[src/design/frlm_pkg.sv]
`default_nettype none
package frlm_pkg;

    // log geometry
    localparam int unsigned SLOTS  = 341;
    localparam int unsigned SLOT_W = 9;
    localparam int unsigned VAL_W  = 10;

    // record words
    localparam logic [31:0] LOG_MAGIC  = 32'h534F_4332;
    localparam logic [31:0] SUM_SALT   = 32'hA5A5_5A5A;
    localparam logic [31:0] ALL_ONES32 = 32'hFFFF_FFFF;
    localparam logic [15:0] ALL_ONES16 = 16'hFFFF;
    localparam logic [15:0] VAL_LIMIT  = 16'd1000;

    // stream widths
    localparam int unsigned S_TDATA_W = 152;
    localparam int unsigned M_TDATA_W = 112;

    typedef enum logic [1:0] {
        OP_START   = 2'd0,
        OP_RECORD  = 2'd1,
        OP_SAVE    = 2'd2,
        OP_OUTCOME = 2'd3
    } op_t;

    typedef enum logic [2:0] {
        ST_OK        = 3'd0,
        ST_NOT_READY = 3'd1,
        ST_RANGE     = 3'd2,
        ST_FLASH_ERR = 3'd3,
        ST_IGNORED   = 3'd4
    } status_t;

    typedef enum logic [1:0] {
        CLS_ERASED  = 2'd0,
        CLS_VALID   = 2'd1,
        CLS_INVALID = 2'd2
    } rec_class_t;

    typedef struct packed {
        op_t         op;
        logic [31:0] rec_magic;
        logic [31:0] rec_sequence;
        logic [15:0] soc_min;
        logic [15:0] soc_max;
        logic [15:0] soc_avg;
        logic [31:0] rec_checksum;
        logic        read_ok;
        logic        erase_ok;
        logic        write_ok;
    } in_item_t;

    typedef struct packed {
        status_t           status;
        rec_class_t        record_class;
        logic              ready_res;
        logic [SLOT_W-1:0] write_slot;
        logic              erase_first;
        logic [31:0]       write_sequence;
        logic [31:0]       write_checksum;
        logic              found;
        logic [VAL_W-1:0]  latest_min;
        logic [VAL_W-1:0]  latest_max;
        logic [VAL_W-1:0]  latest_avg;
    } result_t;

    // record check flags
    typedef struct packed {
        logic erased;
        logic valid;
        logic in_range;
    } rec_chk_t;

    // xor checksum over one record
    function automatic logic [31:0] calc_sum(
        input logic [31:0] magic,
        input logic [31:0] seq,
        input logic [15:0] a,
        input logic [15:0] b,
        input logic [15:0] c
    );
        calc_sum = magic ^ seq ^ {16'h0000, a} ^ {b, 16'h0000} ^ {16'h0000, c} ^ SUM_SALT;
    endfunction

endpackage
`default_nettype wire

[src/design/frlm_rec_check.sv]
`default_nettype none
module frlm_rec_check (
    input  wire frlm_pkg::in_item_t item,
    output frlm_pkg::rec_chk_t      chk
);
    import frlm_pkg::*;

    logic [31:0] sum_calc;

    // checksum of the incoming record
    assign sum_calc = calc_sum(item.rec_magic, item.rec_sequence,
                               item.soc_min, item.soc_max, item.soc_avg);

    // blank slot, charge limits and full validity
    always_comb begin
        chk.erased   = (item.rec_magic == ALL_ONES32) && (item.rec_sequence == ALL_ONES32) &&
                       (item.rec_checksum == ALL_ONES32) && (item.soc_min == ALL_ONES16) &&
                       (item.soc_max == ALL_ONES16) && (item.soc_avg == ALL_ONES16);
        chk.in_range = (item.soc_min <= VAL_LIMIT) && (item.soc_max <= VAL_LIMIT) &&
                       (item.soc_avg <= VAL_LIMIT);
        chk.valid    = (item.rec_magic == LOG_MAGIC) && chk.in_range &&
                       (item.rec_checksum == sum_calc);
    end

endmodule
`default_nettype wire

[src/design/frlm_ctrl.sv]
`default_nettype none
module frlm_ctrl (
    input  wire                     aclk,
    input  wire                     aresetn,
    input  wire                     fire,
    input  wire frlm_pkg::in_item_t item,
    input  wire frlm_pkg::rec_chk_t chk,
    output frlm_pkg::result_t       res
);
    import frlm_pkg::*;

    logic              ready_reg,        ready_next;
    logic              scan_active_reg,  scan_active_next;
    logic [SLOT_W-1:0] scan_index_reg,   scan_index_next;
    logic [SLOT_W-1:0] next_slot_reg,    next_slot_next;
    logic [31:0]       next_seq_reg,     next_seq_next;
    logic              have_latest_reg,  have_latest_next;
    logic [31:0]       latest_seq_reg,   latest_seq_next;
    logic [VAL_W-1:0]  latest_min_reg,   latest_min_next;
    logic [VAL_W-1:0]  latest_max_reg,   latest_max_next;
    logic [VAL_W-1:0]  latest_avg_reg,   latest_avg_next;
    logic              pend_save_reg,    pend_save_next;
    logic              pend_erase_reg,   pend_erase_next;
    logic [VAL_W-1:0]  pend_min_reg,     pend_min_next;
    logic [VAL_W-1:0]  pend_max_reg,     pend_max_next;
    logic [VAL_W-1:0]  pend_avg_reg,     pend_avg_next;

    logic [SLOT_W-1:0] scan_index_inc;
    logic [SLOT_W-1:0] plan_slot;
    logic              wrap;

    assign scan_index_inc = scan_index_reg + 1'b1;
    assign wrap           = (next_slot_reg >= SLOT_W'(SLOTS));
    assign plan_slot      = pend_erase_reg ? '0 : next_slot_reg;

    // per-request state update and result
    always_comb begin
        ready_next       = ready_reg;
        scan_active_next = scan_active_reg;
        scan_index_next  = scan_index_reg;
        next_slot_next   = next_slot_reg;
        next_seq_next    = next_seq_reg;
        have_latest_next = have_latest_reg;
        latest_seq_next  = latest_seq_reg;
        latest_min_next  = latest_min_reg;
        latest_max_next  = latest_max_reg;
        latest_avg_next  = latest_avg_reg;
        pend_save_next   = pend_save_reg;
        pend_erase_next  = pend_erase_reg;
        pend_min_next    = pend_min_reg;
        pend_max_next    = pend_max_reg;
        pend_avg_next    = pend_avg_reg;

        res                = '0;
        res.status         = ST_OK;
        res.record_class   = CLS_ERASED;

        case (item.op)
            OP_START: begin
                ready_next       = 1'b0;
                scan_active_next = 1'b1;
                scan_index_next  = '0;
                next_slot_next   = '0;
                next_seq_next    = 32'd1;
                have_latest_next = 1'b0;
                latest_seq_next  = '0;
                latest_min_next  = '0;
                latest_max_next  = '0;
                latest_avg_next  = '0;
                pend_save_next   = 1'b0;
                pend_erase_next  = 1'b0;
                pend_min_next    = '0;
                pend_max_next    = '0;
                pend_avg_next    = '0;
            end
            OP_RECORD: begin
                if (!scan_active_reg) begin
                    res.status = ST_IGNORED;
                end else if (!item.read_ok) begin
                    scan_active_next = 1'b0;
                    res.status       = ST_FLASH_ERR;
                end else if (chk.erased) begin
                    // first blank slot ends the scan
                    next_slot_next   = scan_index_reg;
                    scan_active_next = 1'b0;
                    ready_next       = 1'b1;
                end else begin
                    if (chk.valid) begin
                        res.record_class = CLS_VALID;
                        if (item.rec_sequence >= next_seq_reg) begin
                            next_seq_next = item.rec_sequence + 32'd1;
                        end
                        if (!have_latest_reg || (item.rec_sequence > latest_seq_reg)) begin
                            have_latest_next = 1'b1;
                            latest_seq_next  = item.rec_sequence;
                            latest_min_next  = item.soc_min[VAL_W-1:0];
                            latest_max_next  = item.soc_max[VAL_W-1:0];
                            latest_avg_next  = item.soc_avg[VAL_W-1:0];
                        end
                    end else begin
                        res.record_class = CLS_INVALID;
                    end
                    scan_index_next = scan_index_inc;
                    // sector full, next write wraps
                    if (scan_index_inc >= SLOT_W'(SLOTS)) begin
                        next_slot_next   = SLOT_W'(SLOTS);
                        scan_active_next = 1'b0;
                        ready_next       = 1'b1;
                    end
                end
            end
            OP_SAVE: begin
                pend_save_next  = 1'b0;
                pend_erase_next = 1'b0;
                if (!ready_reg) begin
                    res.status = ST_NOT_READY;
                end else if (!chk.in_range) begin
                    res.status = ST_RANGE;
                end else begin
                    pend_save_next     = 1'b1;
                    pend_erase_next    = wrap;
                    pend_min_next      = item.soc_min[VAL_W-1:0];
                    pend_max_next      = item.soc_max[VAL_W-1:0];
                    pend_avg_next      = item.soc_avg[VAL_W-1:0];
                    res.erase_first    = wrap;
                    res.write_slot     = wrap ? '0 : next_slot_reg;
                    res.write_sequence = next_seq_reg;
                    res.write_checksum = calc_sum(LOG_MAGIC, next_seq_reg, item.soc_min,
                                                  item.soc_max, item.soc_avg);
                end
            end
            OP_OUTCOME: begin
                if (!pend_save_reg) begin
                    res.status = ST_IGNORED;
                end else begin
                    res.erase_first    = pend_erase_reg;
                    res.write_slot     = plan_slot;
                    res.write_sequence = next_seq_reg;
                    res.write_checksum = calc_sum(LOG_MAGIC, next_seq_reg,
                                                  16'(pend_min_reg), 16'(pend_max_reg),
                                                  16'(pend_avg_reg));
                    if (pend_erase_reg && !item.erase_ok) begin
                        res.status = ST_FLASH_ERR;
                    end else begin
                        if (pend_erase_reg) begin
                            next_slot_next = '0;
                        end
                        if (item.write_ok) begin
                            // record committed
                            next_slot_next   = plan_slot + 1'b1;
                            next_seq_next    = next_seq_reg + 32'd1;
                            have_latest_next = 1'b1;
                            latest_seq_next  = next_seq_reg;
                            latest_min_next  = pend_min_reg;
                            latest_max_next  = pend_max_reg;
                            latest_avg_next  = pend_avg_reg;
                        end else begin
                            res.status = ST_FLASH_ERR;
                        end
                    end
                    pend_save_next  = 1'b0;
                    pend_erase_next = 1'b0;
                end
            end
            default: begin
                res.status = ST_IGNORED;
            end
        endcase

        res.ready_res  = ready_next;
        res.found      = have_latest_next;
        res.latest_min = latest_min_next;
        res.latest_max = latest_max_next;
        res.latest_avg = latest_avg_next;
    end

    // log state registers
    always_ff @(posedge aclk) begin
        if (!aresetn) begin
            ready_reg       <= 1'b0;
            scan_active_reg <= 1'b0;
            scan_index_reg  <= '0;
            next_slot_reg   <= '0;
            next_seq_reg    <= 32'd1;
            have_latest_reg <= 1'b0;
            latest_seq_reg  <= '0;
            latest_min_reg  <= '0;
            latest_max_reg  <= '0;
            latest_avg_reg  <= '0;
            pend_save_reg   <= 1'b0;
            pend_erase_reg  <= 1'b0;
            pend_min_reg    <= '0;
            pend_max_reg    <= '0;
            pend_avg_reg    <= '0;
        end else if (fire) begin
            ready_reg       <= ready_next;
            scan_active_reg <= scan_active_next;
            scan_index_reg  <= scan_index_next;
            next_slot_reg   <= next_slot_next;
            next_seq_reg    <= next_seq_next;
            have_latest_reg <= have_latest_next;
            latest_seq_reg  <= latest_seq_next;
            latest_min_reg  <= latest_min_next;
            latest_max_reg  <= latest_max_next;
            latest_avg_reg  <= latest_avg_next;
            pend_save_reg   <= pend_save_next;
            pend_erase_reg  <= pend_erase_next;
            pend_min_reg    <= pend_min_next;
            pend_max_reg    <= pend_max_next;
            pend_avg_reg    <= pend_avg_next;
        end
    end

    // a save can only be pending once the scan has finished
    a_pend_needs_ready: assert property (@(posedge aclk) disable iff (!aresetn)
        pend_save_reg |-> ready_reg)
        else $error("pending save while not ready");

    // scanning and ready exclude each other
    a_scan_not_ready: assert property (@(posedge aclk) disable iff (!aresetn)
        !(scan_active_reg && ready_reg))
        else $error("scan active while ready");

    // planned erase only belongs to a pending save
    a_erase_with_save: assert property (@(posedge aclk) disable iff (!aresetn)
        pend_erase_reg |-> pend_save_reg)
        else $error("erase planned without pending save");

    // write pointer never runs past the end of the sector
    a_slot_bound: assert property (@(posedge aclk) disable iff (!aresetn)
        next_slot_reg <= SLOT_W'(SLOTS))
        else $error("next slot beyond sector end");

endmodule
`default_nettype wire

[src/design/flash_record_log_manager_core.sv]
// Charge-state record log manager for one flash sector.
// Input stream (s_*): one request per beat, kind in s_tuser (start scan,
// scanned record, save request, save outcome), record words and flash
// flags in s_tdata. A scan is a start followed by the records of slot 0
// upward; it ends at the first blank slot, a failed read or the end of the sector.
// Result stream (m_*): exactly one result per request, status in m_tuser,
// the record class, readiness, planned write (slot, sequence, checksum,
// erase-first) and the newest record in m_tdata.
// A request accepted into the input register is processed from there into
// the result register, which drives m_tvalid and the result.
// One request per cycle is sustained while m_tready does not stall the
// result register; the log state is updated in the same edge that loads
// the output register, so a request may follow its predecessor in the
// next cycle.
// Reset (aresetn low, synchronous) empties both stages and returns the log
// state to not ready, no newest record, next sequence 1.
// When m_tready is low the result is held; the input register still takes
// one more request, after which s_tready drops until the result is taken.
`default_nettype none
module flash_record_log_manager_core (
    input  wire                               aclk,
    input  wire                               aresetn,
    input  wire                               s_tvalid,
    output logic                              s_tready,
    // rec_magic, rec_sequence, soc_min, soc_max, soc_avg, rec_checksum,
    // read_ok, erase_ok, write_ok, zero pad
    input  wire [frlm_pkg::S_TDATA_W-1:0]     s_tdata,
    // op
    input  wire [1:0]                         s_tuser,
    output logic                              m_tvalid,
    input  wire                               m_tready,
    // record_class, ready_res, write_slot, erase_first, write_sequence,
    // write_checksum, found, latest_min, latest_max, latest_avg, zero pad
    output logic [frlm_pkg::M_TDATA_W-1:0]    m_tdata,
    // status
    output logic [2:0]                        m_tuser
);
    import frlm_pkg::*;

    logic     in_valid_reg;
    in_item_t in_item_reg;
    in_item_t in_item_next;
    logic     out_valid_reg;
    result_t  out_res_reg;
    result_t  res;
    rec_chk_t chk;
    logic     fire;

    // handshake between the two register stages
    assign fire     = in_valid_reg && (!out_valid_reg || m_tready);
    assign s_tready = !in_valid_reg || fire;

    // unpack the incoming request
    always_comb begin
        in_item_next.op           = op_t'(s_tuser);
        in_item_next.rec_magic    = s_tdata[31:0];
        in_item_next.rec_sequence = s_tdata[63:32];
        in_item_next.soc_min      = s_tdata[79:64];
        in_item_next.soc_max      = s_tdata[95:80];
        in_item_next.soc_avg      = s_tdata[111:96];
        in_item_next.rec_checksum = s_tdata[143:112];
        in_item_next.read_ok      = s_tdata[144];
        in_item_next.erase_ok     = s_tdata[145];
        in_item_next.write_ok     = s_tdata[146];
    end

    // input register
    always_ff @(posedge aclk) begin
        if (!aresetn) begin
            in_valid_reg <= 1'b0;
        end else if (s_tready) begin
            in_valid_reg <= s_tvalid;
        end
    end

    always_ff @(posedge aclk) begin
        if (s_tready && s_tvalid) begin
            in_item_reg <= in_item_next;
        end
    end

    frlm_rec_check u_rec_check (
        .item (in_item_reg),
        .chk  (chk)
    );

    frlm_ctrl u_ctrl (
        .aclk    (aclk),
        .aresetn (aresetn),
        .fire    (fire),
        .item    (in_item_reg),
        .chk     (chk),
        .res     (res)
    );

    // result register
    always_ff @(posedge aclk) begin
        if (!aresetn) begin
            out_valid_reg <= 1'b0;
        end else if (fire) begin
            out_valid_reg <= 1'b1;
        end else if (m_tready) begin
            out_valid_reg <= 1'b0;
        end
    end

    always_ff @(posedge aclk) begin
        if (fire) begin
            out_res_reg <= res;
        end
    end

    // pack the result
    assign m_tvalid = out_valid_reg;
    assign m_tuser  = out_res_reg.status;
    assign m_tdata  = {4'h0,
                       out_res_reg.latest_avg,
                       out_res_reg.latest_max,
                       out_res_reg.latest_min,
                       out_res_reg.found,
                       out_res_reg.write_checksum,
                       out_res_reg.write_sequence,
                       out_res_reg.erase_first,
                       out_res_reg.write_slot,
                       out_res_reg.ready_res,
                       out_res_reg.record_class};

    // input stage can only block while it holds a request
    a_stall_holds: assert property (@(posedge aclk) disable iff (!aresetn)
        !s_tready |-> in_valid_reg && out_valid_reg && !m_tready)
        else $error("input stalled without a blocked result");

    // a processed request always lands in the result register
    a_fire_loads: assert property (@(posedge aclk) disable iff (!aresetn)
        fire |=> out_valid_reg)
        else $error("processed request lost");

    // a held result that is not taken stays valid
    a_result_kept: assert property (@(posedge aclk) disable iff (!aresetn)
        out_valid_reg && !m_tready |=> out_valid_reg && $stable(out_res_reg))
        else $error("stalled result dropped or changed");

endmodule
`default_nettype wire
[config.mk]
export PLATFORM = sky130hd
export DESIGN_NAME = flash_record_log_manager_core
export DESIGN_NICKNAME = d
export VERILOG_FILES = /design/src/design/frlm_pkg.sv /design/src/design/frlm_rec_check.sv /design/src/design/frlm_ctrl.sv /design/src/design/flash_record_log_manager_core.sv
export SDC_FILE = /design/constraint.sdc
export NUM_CORES = 1
export LEC_CHECK = 0
export BUFFER_PORTS_ARGS = -buffer_cell sky130_fd_sc_hd__buf_2
export CAP_MARGIN = 0
export CELL_PAD_IN_SITES_DETAIL_PLACEMENT = 1
export CELL_PAD_IN_SITES_GLOBAL_PLACEMENT = 1
export CORE_MARGIN = 2
export CORE_UTILIZATION = 30
export CTS_CLUSTER_SIZE = 16
export DETAILED_ROUTE_END_ITERATION = 7
export PLACE_DENSITY = 0.57
export SYNTH_ARGS = -nofsm -noshare
export SYNTH_HDL_FRONTEND = slang
export SYNTH_SLANG_ARGS = --single-unit
[constraint.sdc]
create_clock -name aclk -period 4.3 [get_ports aclk]
set_input_delay 0 -clock aclk [delete_from_list [all_inputs] [get_ports aclk]]
set_output_delay 0 -clock aclk [all_outputs]
set_load 0.01 [all_outputs]
Word-level counts from Yosys, hierarchy flattened
Cells that the tools add are included.
- register bits: 409
- bits in latches: 0
- memory bits (writable): 0
- memory bits (read-only): 0
- input port bits: 158
- output and inout bits: 117
- word-level logic and storage cells: 234
- memories kept: 0
- add/subtract/negate cells: 4
- multipliers: 0
- divide/modulo/power cells: 0
- magnitude comparators: 7
- eq/ne operators: 23
- shift-type cells: 0
- muxes and demuxes: 109
- bitwise logic cells: 17
- reduce and logical (&&, ||, !) cells: 36
- operators by type and width (cell ; count):
    $mux 32 ; 16
    $mux 10 ; 30
    $mux 74 ; 3
    $pmux 32 s3 ; 2
    $pmux 74 s2 ; 1
    $xor 32x16->32 ; 4
    $mux 9 ; 12
    $eq 32x32->1 const B ; 3
    $xor 32x32->32 ; 3
    $pmux 10 s3 ; 3
    $add 32x1->32 const B ; 2
    $xor 32x10->32 ; 2
    $pmux 10 s2 ; 3
    $eq 16x16->1 const B ; 3
    $le 16x10->1 const B ; 3
    $not 16->16 ; 3
    $eq 32x31->1 const B ; 1
    $eq 32x32->1 ; 1
    $ge 32x32->1 ; 1
    $gt 32x32->1 ; 1
    $xor 32x26->32 ; 1
    $pmux 9 s3 ; 1
    $mux 1 ; 23
    $reduce_and 10->1 ; 2
    other kinds (28) ; 72

Logic depth before layout (Yosys ltp)
- word-level depth: 12
- gate-level depth with buffers: 15

By module
Synthesis repeated with hierarchy kept, for this count alone.
- cells, all modules: 1956
- area, all modules: 21002.6 um^2
- by module, submodules not included (module ; instances ; cells an instance ; area an instance (um^2)):
    frlm_ctrl ; 1 ; 1496 ; 11458.5
    flash_record_log_manager_core ; 1 ; 274 ; 7945.1
    frlm_rec_check ; 1 ; 186 ; 1599.0

Worst setup path before layout
No wires, ideal clock.
- path kind: reg2reg
- from: reg out_valid_reg (netlist: m_tvalid)
- to: reg in_item_reg[0] in the netlist's numbering, enable pin
- library setup time: 527 ps
- arrival time: 4062 ps
- required time: 3773 ps
- setup slack: -289 ps
- stages on the path, launching flop included: 4
- path buffers: 0
- clock period less this slack: 4589 ps
- cells stage by stage: dfxtp_1 > nor2b_1 > nand2_1 > and2_1
- longest elaborated chain between the ends: 5
- RTL lines (item ; RTL line ; text):
    start: declaration ; flash_record_log_manager_core.sv:43 ; logic out_valid_reg;
    start signal: assignment ; flash_record_log_manager_core.sv:99 ; out_valid_reg <= 1'b0;
    start signal: assignment ; flash_record_log_manager_core.sv:101 ; out_valid_reg <= 1'b1;
    start signal: assignment ; flash_record_log_manager_core.sv:103 ; out_valid_reg <= 1'b0;
    $logic_not 1->1 ; flash_record_log_manager_core.sv:50 ; assign fire = in_valid_reg && (!out_valid_reg || m_tready);
    $logic_or 1x1->1 ; flash_record_log_manager_core.sv:50 ;
    $logic_and 1x1->1 ; flash_record_log_manager_core.sv:50 ;
    $logic_or 1x1->1 ; flash_record_log_manager_core.sv:51 ; assign s_tready = !in_valid_reg || fire;
    named net s_tready ; flash_record_log_manager_core.sv:24 ; output logic s_tready,
    $logic_and 1x1->1 ; flash_record_log_manager_core.sv:77 ; if (s_tready && s_tvalid) begin
    end signal: assignment ; flash_record_log_manager_core.sv:78 ; in_item_reg <= in_item_next;
    end: declaration ; flash_record_log_manager_core.sv:41 ; in_item_t in_item_reg;
The timed path passes the listed nets, and every way through them passes these cells.
A chain may end at the register's enable or synchronous reset.

Worst setup path in the final report
- from: reg in_item_reg[147] in the netlist's numbering
- to: reg u_ctrl.next_seq_reg[30]
- longest elaborated chain between the ends: 3
- elaborated cells between the ends (all ways): 14
- RTL lines (item ; RTL line ; text):
    $eq 2x1->1 (tied with other cells) ; frlm_ctrl.sv:58 ; case (item.op)
    $ne 2x1->1 (no line) (tied with other cells) ; -- ;
    $reduce_and 10->1 (no line) ; -- ;
    end signal: assignment ; frlm_ctrl.sv:200 ; next_seq_reg <= next_seq_next;
    end: declaration ; frlm_ctrl.sv:16 ; logic [31:0] next_seq_reg, next_seq_next;
Parallel ways exist; a longest one is shown, timed or not.

==> flow_results.xml <==
<?xml version="1.0" encoding="UTF-8"?>
<metrics>
  <group name="status">
    <metric name="run_status" unit="">finished, final reports clean</metric>
  </group>
  <group name="critical_path">
    <metric name="arrival" unit="ns">4.29</metric>
    <metric name="r2r_slack" unit="ns">0.50</metric>
    <metric name="timing.critical_path.depth" unit="">10</metric>
    <metric name="rr_endpoint" unit="">u_ctrl.next_seq_reg[30]$_SDFFE_PN0P_</metric>
    <metric name="critical_path.slowest_cell" unit="">nor4_1</metric>
    <metric name="worst-path-buf-inv" unit="">1</metric>
    <metric name="worst_path_largest_cell_delay" unit="ns">0.64</metric>
    <metric name="cell_by_cell_listing_of_the_critical_path" unit="">ha_2, buf_4, mux2i_1, a21oi_1, nand3_1, nor4_1, nand2_1, mux2i_1, o211a_1, o32ai_1</metric>
    <metric name="r2r.worst_path.cells" unit="">10</metric>
    <metric name="crit-reg2reg-launch" unit="">in_item_reg[147]$_DFFE_PP_</metric>
    <metric name="timing.critical_path.max_delay_family" unit="">simple AND/OR/NAND/NOR gates</metric>
    <metric name="cp-end-kind" unit="">flip-flop</metric>
    <metric name="worst_ep_required_time" unit="ns">4.80</metric>
    <metric name="critical_path.startpoint_type" unit="">flip-flop</metric>
    <metric name="crit_path_start" unit="">in_item_reg[147]$_DFFE_PP_</metric>
    <metric name="maximum_fanout_encountered_on_the_critical_timing_path" unit="">54</metric>
    <metric name="critical_path.endpoint" unit="">u_ctrl.next_seq_reg[30]$_SDFFE_PN0P_</metric>
    <metric name="critPathMostFrequentCell" unit="">mux2i_1</metric>
    <metric name="timing_worst_setup_path_type" unit="">reg -&gt; reg</metric>
  </group>
  <group name="die">
    <metric name="io_pins" unit="">275</metric>
    <metric name="floorplan.die.height" unit="um">273</metric>
    <metric name="initial_core_util" unit="%">30.3</metric>
    <metric name="die_width" unit="um">273</metric>
    <metric name="rows" unit="">98</metric>
    <metric name="floorplan.die_area" unit="sq mm">0.0744</metric>
    <metric name="design.core.area" unit="sq mm">0.0715</metric>
  </group>
  <group name="synthesis">
    <metric name="flip_flop_and_latch_count_after_synthesis" unit="">409</metric>
    <metric name="ys_async_sr_fraction" unit="%">0</metric>
    <metric name="syn_inst" unit="">2142</metric>
    <metric name="synth_sequential_area_ratio" unit="%">49.8</metric>
    <metric name="synth_warnings" unit="">0</metric>
    <metric name="synth.distinct_cells" unit="">79</metric>
    <metric name="synth_top_flop_cell" unit="">edfxtp_1</metric>
    <metric name="post_synth_edffs" unit="">260</metric>
    <metric name="netlist_area" unit="sq mm">0.0217</metric>
    <metric name="syn_avg_cell_area" unit="sq um">10.1</metric>
  </group>
  <group name="worst_hold_path">
    <metric name="min_from" unit="">aresetn</metric>
    <metric name="class_of_the_tightest_hold_or_removal_check" unit="">in -&gt; reg</metric>
  </group>
  <group name="sta">
    <metric name="timing.max_slew.rel_slack" unit="%">25.9</metric>
    <metric name="final.min_clock_period" unit="ns">3.80</metric>
    <metric name="fin_tns_setup" unit="ns">0</metric>
    <metric name="timing.final.hold_violations" unit="">0</metric>
    <metric name="fin_worst_skew" unit="ns">0.0212</metric>
    <metric name="timing.final.crit_share" unit="%">88.3</metric>
    <metric name="setup_slack" unit="ns">0.503</metric>
    <metric name="maxClockFrequency" unit="MHz">263</metric>
    <metric name="rsz_0062_raised_after_global_routing" unit="">false</metric>
    <metric name="tightestPinTransition" unit="ns">1.11</metric>
    <metric name="drv_slew" unit="">0</metric>
    <metric name="setup_viol" unit="">0</metric>
  </group>
  <group name="clock_tree">
    <metric name="cts.repair_timing.setup_buffer_count" unit="">0</metric>
    <metric name="clk_pin_slew_worst_paths" unit="ns">0.06</metric>
    <metric name="cts_inserted_buffers" unit="">51</metric>
    <metric name="numClockSinks" unit="">409</metric>
    <metric name="clockRootBuffer" unit="">clkbuf_16</metric>
    <metric name="clock_insertion_delay_worst_skew" unit="ns">0.62</metric>
    <metric name="h-tree-depth" unit="">2</metric>
    <metric name="post_cts_resize_count" unit="">0</metric>
    <metric name="cts_tree" unit="">done</metric>
    <metric name="max-clock-path-buffers" unit="">3</metric>
    <metric name="hold_buffers" unit="">152</metric>
  </group>
  <group name="drt">
    <metric name="vias_per_cell" unit="">5.53</metric>
    <metric name="ant_nets" unit="">0</metric>
    <metric name="total_detailed_routing_wirelength" unit="um">91300</metric>
    <metric name="drt-wirelength-per-cell" unit="um">25.9</metric>
    <metric name="detailroute.via_count" unit="">19500</metric>
    <metric name="drc" unit="">0</metric>
    <metric name="drtPass1Iterations" unit="">5</metric>
    <metric name="detail_route.iter0.violations" unit="">1533</metric>
  </group>
  <group name="final_layout">
    <metric name="number_of_flip_flops_under_the_largest_register_name" unit="">149</metric>
    <metric name="design.final.nets" unit="">2763</metric>
    <metric name="seqCellArea" unit="sq mm">0.0108</metric>
    <metric name="area_growth_synth_to_finish" unit="%">26.3</metric>
    <metric name="multi_input_comb_area" unit="sq mm">0.0100</metric>
    <metric name="drive_above_1_share" unit="%">18.8</metric>
    <metric name="fillers" unit="">8073</metric>
    <metric name="post_layout_nonfiller_instances" unit="">3525</metric>
    <metric name="n_antenna_cell" unit="">0</metric>
    <metric name="postLayoutCoreUtil" unit="%">38.3</metric>
  </group>
  <group name="global_route">
    <metric name="via_count_of_the_first_global_routing_pass" unit="">20300</metric>
    <metric name="global_route_usage_sum" unit="%">23.9</metric>
    <metric name="grt_start_max_net_pins" unit="">97</metric>
    <metric name="grt_antenna_before_repair" unit="">2</metric>
    <metric name="grt_overflow" unit="">0</metric>
    <metric name="grt_pass1_wl" unit="um">134000</metric>
  </group>
  <group name="placed_design">
    <metric name="placement.io_buffers" unit="">265</metric>
    <metric name="placed_cells" unit="">3277</metric>
    <metric name="gp_congestion" unit="">0.894</metric>
    <metric name="dp.final_hpwl" unit="um">63700</metric>
    <metric name="placement.setup.worst_slack" unit="ns">0.596</metric>
  </group>
  <group name="power_and_ir_drop">
    <metric name="pwr_density_cell" unit="mW/mm^2">367</metric>
    <metric name="power.ir.vdd_worst" unit="mV">0.302</metric>
    <metric name="p_total" unit="mW">10.0</metric>
    <metric name="power.leakage" unit="nW">9.46</metric>
  </group>
  <group name="flow_run">
    <metric name="timing.max_cap.violations" unit="">0</metric>
  </group>
</metrics>
how the worst min path moves through the flow:
| stage | endpoint | slack [ns] | depth (start not counted) |
|---|---|---|---|
| 3_5_place_dp | in_item_reg[20]$_DFFE_PP_ | 0.18 | 1 |
| 4_1_cts | u_ctrl.scan_active_reg$_SDFFE_PN0P_ | 0.01 | 2 |
| 6_report | u_ctrl.scan_active_reg$_SDFFE_PN0P_ | 0.04 | 2 |
| 2_1_floorplan | in_item_reg[0]$_DFFE_PP_ | 0.1 | 0 |
| 3_3_place_gp | in_item_reg[51]$_DFFE_PP_ | 0.18 | 1 |
| 5_1_grt | u_ctrl.scan_active_reg$_SDFFE_PN0P_ | 0.05 | 2 |
per-stage QoR:
| step | cell area [sq um] | hold WS, ns |
|---|---|---|
| floorplan | 21700 | 0.0989 |
| global placement | 24200 | 0.179 |
| detailed placement | 24200 | 0.178 |
| CTS | 27400 | 0.0127 |
| global route | 27400 | 0.0518 |
| finish | 27400 | 0.0417 |
power breakdown:
part | internal [mW] | switching [mW] | leakage [nW]
registers | 4.35 | 0.211 | 3.65
logic | 0.464 | 0.649 | 4.99
clock network | 2.53 | 1.84 | 0.818
total | 7.35 | 2.70 | 9.46
area by class of cell:
type | instances | area share (%)
multi-input combinational | 1504 | 36.6
clock buffer | 60 | 4.90
clock inverter | 36 | 1.19
sequential | 409 | 39.4
inverter | 78 | 1.09
tap | 950 | 4.34
timing repair buffer | 488 | 12.5
logic make-up after synthesis:
family | after synthesis | synth area share (%)
and+or+nand+nor | 683 | 15.7
AOI/OAI and AO/OA | 568 | 18.0
DFF | 409 | 49.8
buffers and inverters | 232 | 4.27
xor gates and xnor gates | 146 | 6.60
adders and majority gates | 73 | 4.21
muxes | 30 | 1.43
other | 1 | 0.0173
placed cells by master, fill, tap and decap left out, drive strengths merged, types with 14 or more instances in the layout:
cell type and count:
a211oi 72, nor3 23, o22a 19, nor2 121
dlygate4sd3 152, ha 73, a21bo 30, xnor2 87
o221ai 30, dfxtp 149, xor2 49, nand4 94
o2111ai 43, o211ai 14, inv 78, o21ai 75
nor4 36, nand2 226, nor3b 31, mux2i 22
buf 336, nand2b 19, a221oi 22, a21oi 189
nor2b 18, nand3 60, clkinv 28, edfxtp 260
clkbuf 60
routing by layer:
layer  part of all wire (%)  up-vias  track usage [%]
met5                      0        -                0
met4                    4.1        0             10.1
met3                    5.1      165             2.84
met2                     49      615             40.9
met1                     42     9909             30.6
li1                       -     8821                -
synthesized netlist by cell type, types with 10 or more instances:
cell type | count | area [sq um]
a211oi_1 | 71 | 533
a21bo_2 | 30 | 300
a21oi_1 | 189 | 946
a221oi_1 | 22 | 193
and3_1 | 11 | 68.8
buf_2 | 19 | 95.1
clkbuf_1 | 123 | 462
dfxtp_1 | 149 | 2980
edfxtp_1 | 260 | 7810
ha_1 | 73 | 913
inv_1 | 74 | 278
mux2i_1 | 22 | 220
nand2_1 | 226 | 848
nand2b_1 | 19 | 119
nand3_1 | 60 | 300
nand4_1 | 93 | 582
nor2_1 | 121 | 454
nor2b_1 | 18 | 113
nor3_1 | 23 | 115
nor3b_1 | 31 | 233
nor4_1 | 36 | 225
o2111ai_1 | 43 | 377
o211ai_1 | 14 | 105
o21ai_0 | 73 | 365
o221ai_1 | 30 | 263
o22a_1 | 19 | 166
xnor2_1 | 86 | 753
xnor3_1 | 10 | 225
xor2_1 | 48 | 420
Power figures use the tool's default switching activity.
